### config.mk
export PLATFORM = sky130hd
export DESIGN_NAME = elos_mul
export DESIGN_NICKNAME = d
export VERILOG_FILES = /design/src/hdl/elos_pkg.sv /design/src/hdl/elos_mul.sv
export SDC_FILE = /design/constraint.sdc
export NUM_CORES = 2
export LEC_CHECK = 0
export BUFFER_PORTS_ARGS = -buffer_cell sky130_fd_sc_hd__buf_2
export CAP_MARGIN = 20
export CORE_MARGIN = 1
export CORE_UTILIZATION = 50
export DETAILED_ROUTE_END_ITERATION = 8
export PLACE_DENSITY = 0.67
export SLEW_MARGIN = 20
export SYNTH_ARGS = -nofsm -noshare
export SYNTH_HDL_FRONTEND = slang
export SYNTH_SLANG_ARGS = --single-unit
### constraint.sdc
create_clock -name clk -period 9.8 [get_ports clk]
set_clock_uncertainty 0.05 [all_clocks]
set_input_delay 0.98 -clock clk [delete_from_list [all_inputs] [get_ports clk]]
set_output_delay 0.98 -clock clk [all_outputs]
set_load 0.02 [all_outputs]
### src/hdl/elos_pkg.sv
`timescale 1ns / 1ps
`default_nettype none
package elos_pkg;

  localparam int DW   = 34;
  localparam int MA_W = 42;
  localparam int MB_W = 25;
  localparam int MP_W = MA_W + MB_W;
  localparam int TAB_LEN = 24;

  localparam logic [31:0] INV_GAIN_Q30 = 32'd652032874;
  localparam logic [15:0] K_HI = 16'h9B74;
  localparam logic [15:0] K_LO = 16'hEDA8;

  localparam logic [31:0] ATAN_TAB [TAB_LEN] = '{
    32'h20000000, 32'h12E4051E, 32'h09FB385B, 32'h051111D4, 32'h028B0D43,
    32'h0145D7E1, 32'h00A2F61E, 32'h00517C55, 32'h0028BE53, 32'h00145F2F,
    32'h000A2F98, 32'h000517CC, 32'h00028BE6, 32'h000145F3, 32'h0000A2FA,
    32'h0000517D, 32'h000028BE, 32'h0000145F, 32'h00000A30, 32'h00000518,
    32'h0000028C, 32'h00000146, 32'h000000A3, 32'h00000051
  };

  typedef struct packed {
    logic       vec_mode;
    logic [4:0] idx;
  } cstep_t;

  function automatic logic [23:0] sat24(input logic signed [37:0] v);
    logic [23:0] r;
    if (v > 38'sd8388607) begin
      r = 24'h7FFFFF;
    end else if (v < -38'sd8388608) begin
      r = 24'h800000;
    end else begin
      r = v[23:0];
    end
    return r;
  endfunction

endpackage
`default_nettype wire

### src/hdl/elos_mul.sv
`timescale 1ns / 1ps
`default_nettype none
module elos_mul (
  input  wire logic                               clk,
  input  wire logic signed [elos_pkg::MA_W-1:0]   a,
  input  wire logic signed [elos_pkg::MB_W-1:0]   b,
  output logic signed [elos_pkg::MP_W-1:0]        p_r
);
  import elos_pkg::*;

  always_ff @(posedge clk) begin
    p_r <= a * b;
  end

endmodule
`default_nettype wire

Word level (Yosys, flattened, before mapping) --
Cells that the tools add are included.
Word-level totals: latch bits 0, memory bits (writable) 0, bits in read-only memories 0, memories 0, word-level logic and storage cells 2, register bits after elaboration 67, output and inout bits 67
Cells by class: $lt $le $gt $ge 0, add/subtract/negate cells 0, equal/unequal tests 0, multiply operators 1, bitwise operators 0, reductions and logical operators 0, shift operators 0, divide/modulo/power cells 0, mux-type cells 0
Operators by type and width (number):
- multiplier 42 x 25 -> 67 bit | 1

Longest topological paths before layout --
depth after elaboration 1, mapped depth 29, depth with buffers taken out 26

Worst setup path before layout --
OpenSTA, ideal clock, no wires.
kind input to register, start point input port b[4] (netlist bit), end point register p_r[49] (netlist bit), buffers on the path 2, arrival time 7442 ps, cell stages on the path 25, setup time 128 ps, required time 9622 ps, slack 2180 ps, cell sequence clkbuf_1 clkbuf_1 nand2_1 fa_1 inv_1 fa_1 inv_1 fa_1 inv_1 fa_1 inv_1 fa_1 inv_1 fa_1 fa_1 ha_1 a21o_1 a221o_1 a2111oi_0 a211oi_1 o31ai_1 a211oi_1 o211ai_1 a21boi_0 xor2_1
On the way: cells in the longest elaborated chain, start to end 1
Ends and longest elaborated chain:
- start: declaration | line elos_mul.sv:6 | input wire logic signed [elos_pkg::MB_W-1:0] b,
- multiplier 42 x 25 -> 67 bit | line elos_mul.sv:12 | p_r <= a * b;
- end signal: assignment | line elos_mul.sv:12
- end: declaration | line elos_mul.sv:7 | output logic signed [elos_pkg::MP_W-1:0] p_r
Every way passes these cells.

Final worst setup path --
Ends and elaborated chain as after synthesis.

==> out/metrics.csv <==
metric,value,unit
place.gp.congestion,0.925,
grt_first_pass_wirelength,159,mm
cts_resized,0,
hold_buffers,0,
hold_class,input pin to flop,
crit_family,adder cells,
clkTransAtPathRegs,60,ps
min_path_cells,3,
synthArstFlopShare,0,
rsz0062_at_grt,false,
dieArea,0.0746,sq mm
drcViolationCount,0,
hp-start,b[0],
yosys_warnings,0,
io_pins,135,
antenna_found_initial,10,
core_area,0.0728,sq mm
crit_top_cell,fa_1,
finalSetupTns,0,ps
whs_endpoint,p_r[1],
critPathCaptureType,flop,
crit_path_max_fanout,31,
root_buffer,clkbuf_16,
synth_nets,5245,
critical-path-max-stage-delay,700,ps
layout_min_cycle_time,8640,ps
initial_utilization,0.504,
io_buffer_count,134,
syn_area_per_cell,9.29,sq um
arrival,8860,ps
ys_ff_latch,67,
cts_setup_buffers,0,
final_nets,5219,
areaGrowthSynthToFinish,4.56,%
dieHeight,273,microns
dpl.hpwl,78.0,mm
grt_max_degree,43,
crit_path_start_kind,input pin,
cts_tree,yes,
overflow,0,
largest_reg_flops,67,
firstDrtPassIters,5,
post-route-period-util,0.881,
drt_iter0_markers,1601,
chipWidth,273,microns
fillers,6758,
relSlewSlack,0.324,
tightest_slew,1010,ps
drive_gt1_frac,0.0501,
grt_pass1_vias,28752,
synth.distinct_cells,53,
vias,26041,
clkSinkCount,67,
viasPerCell,5.32,
max_cap_violations,0,
hold_viol_final,0,
synth_edf_count,0,
multi_input_area,0.0309,sq mm
regArea,0.00134,sq mm
routed_wl,97.6,mm
clockBufferDepth,2,
final_max_slew_viol_count,0,
synth_ff_type,dfxtp_1,
drt.antenna.violating_nets,0,
status,completed,
synth_area,0.0367,sq mm
cp-startpoint,b[4],
path_class,input pin to flop,
cp_slowest_cell,buf_2,
placementRows,99,
syn_inst,3953,
h-tree-depth,3,
largest_register,p_r,
crit_buf_inv,8,
fmax,116,MHz
ys_seq_area_frac,0.0365,
critical_path_required,10020,ps
reg_top3,p_r: 67 flops,
setup_violations,0,
cts_buffers,9,
post_drt_wl_per_cell,19.9,microns
grtUsageTotal,0.279,
[tightest hold or removal path, cell delays in order]
cell and delay [ps]:
buf_2 260, and2_1 180, ha_1 120
[how the worst max path moves through the flow]
stage,endpoint,slack [ps],cells past startpoint
floorplan,p_r[49],2180,25
global placement,p_r[49],930,24
detailed placement,p_r[49],920,26
CTS,p_r[49],1270,24
global route,p_r[49],930,26
finish,p_r[49],1160,26
[synthesized netlist by cell type, types with 3 or more instances]
| cell | count | area share |
|---|---|---|
| o31ai_1 | 6 | 0.0012 |
| a2111oi_0 | 3 | 0.00072 |
| a221oi_1 | 3 | 0.00072 |
| or2_2 | 3 | 0.00051 |
| xor2_1 | 23 | 0.0055 |
| o21bai_1 | 17 | 0.0035 |
| inv_1 | 984 | 0.10 |
| and2_1 | 421 | 0.072 |
| o21a_1 | 6 | 0.0012 |
| buf_1 | 3 | 0.00031 |
| nand2_1 | 629 | 0.064 |
| and3_1 | 9 | 0.0015 |
| a21o_1 | 42 | 0.0086 |
| nor3_1 | 10 | 0.0014 |
| nand4_1 | 13 | 0.0022 |
| nor2_1 | 61 | 0.0062 |
| dfxtp_1 | 67 | 0.037 |
| a21oi_1 | 69 | 0.0094 |
| or3_1 | 3 | 0.00051 |
| fa_1 | 1049 | 0.57 |
| a211oi_1 | 8 | 0.0016 |
| ha_1 | 175 | 0.060 |
| a31oi_1 | 6 | 0.0010 |
| clkbuf_1 | 203 | 0.021 |
| nor2b_1 | 5 | 0.00085 |
| nand2b_1 | 7 | 0.0012 |
| a21boi_0 | 4 | 0.00082 |
| nand3_1 | 8 | 0.0011 |
| o21ai_0 | 31 | 0.0042 |
| o211ai_1 | 4 | 0.00082 |
| xnor2_1 | 52 | 0.012 |
[through the flow]
step / utilization / hold slack, ps / std cells / instance area [sq um] / setup WS, ps
after floorplan: - / 1060 / 3953 / 36700 / 2180
after global placement: 0.523 / 1340 / 4875 / 38100 / 934
after detailed placement: 0.523 / 1340 / 4875 / 38100 / 921
after CTS: 0.527 / 1120 / 4891 / 38400 / 1270
after global routing: 0.527 / 1170 / 4894 / 38400 / 930
final: 0.527 / 1140 / 4894 / 38400 / 1160
[metal layers]
layer | GRT usage | vias up | routed length (microns) | part of all wire
li1 | - | 11194 | - | -
met1 | 0.367 | 13725 | 39100 | 0.40
met2 | 0.476 | 923 | 48800 | 0.50
met3 | 0.0386 | 191 | 6530 | 0.067
met4 | 0.0942 | 8 | 3210 | 0.033
met5 | 0 | - | 55 | 0.00056
[layout make-up]
class,instances,share of cell area
inverters,985,0.0963
diodes,3,0.000195
clock buffers,9,0.00586
multi-input cells,2695,0.805
well taps,959,0.0312
repair buffers,169,0.0243
clock inverters,7,0.00215
flip-flops and latches,67,0.0349
[cell usage in the layout, fill, tap and decap left out, drive strengths merged, types with 3 or more instances in the layout]
cell,Yosys,routed
xor2,23,23
buf,3,169
or3,3,3
and3,9,9
nor2,61,61
o31ai,6,6
a221oi,4,4
nor3,10,10
nor2b,5,5
o21bai,17,17
a21oi,69,69
nand2b,7,7
inv,985,989
diode,0,3
a21o,42,42
a31oi,6,6
nand2,630,630
o21ai,33,33
fa,1049,1049
or2,3,3
clkbuf,203,9
and2,421,421
ha,175,175
a21boi,5,5
a2111oi,4,4
o211ai,4,4
o21a,6,6
nand4,13,13
a211oi,8,8
dfxtp,67,67
nand3,8,8
xnor2,52,52
[cells by family (layout without fill, tap and decap cells)]
kind of cell | count (synthesis) | after routing | synth area share
XOR/XNOR | 75 | 75 | 0.0179
adder cells (fa/ha/maj) | 1224 | 1224 | 0.631
other | 0 | 3 | 0
AO/OA/AOI/OAI | 222 | 222 | 0.0402
flip-flops | 67 | 67 | 0.0365
AND/OR/NAND/NOR | 1174 | 1174 | 0.152
buffers and inverters | 1191 | 1170 | 0.122
Power is left out: the tool's default activity adds up to more than one toggle a clock period on the data nets, which glitch-free logic cannot reach.
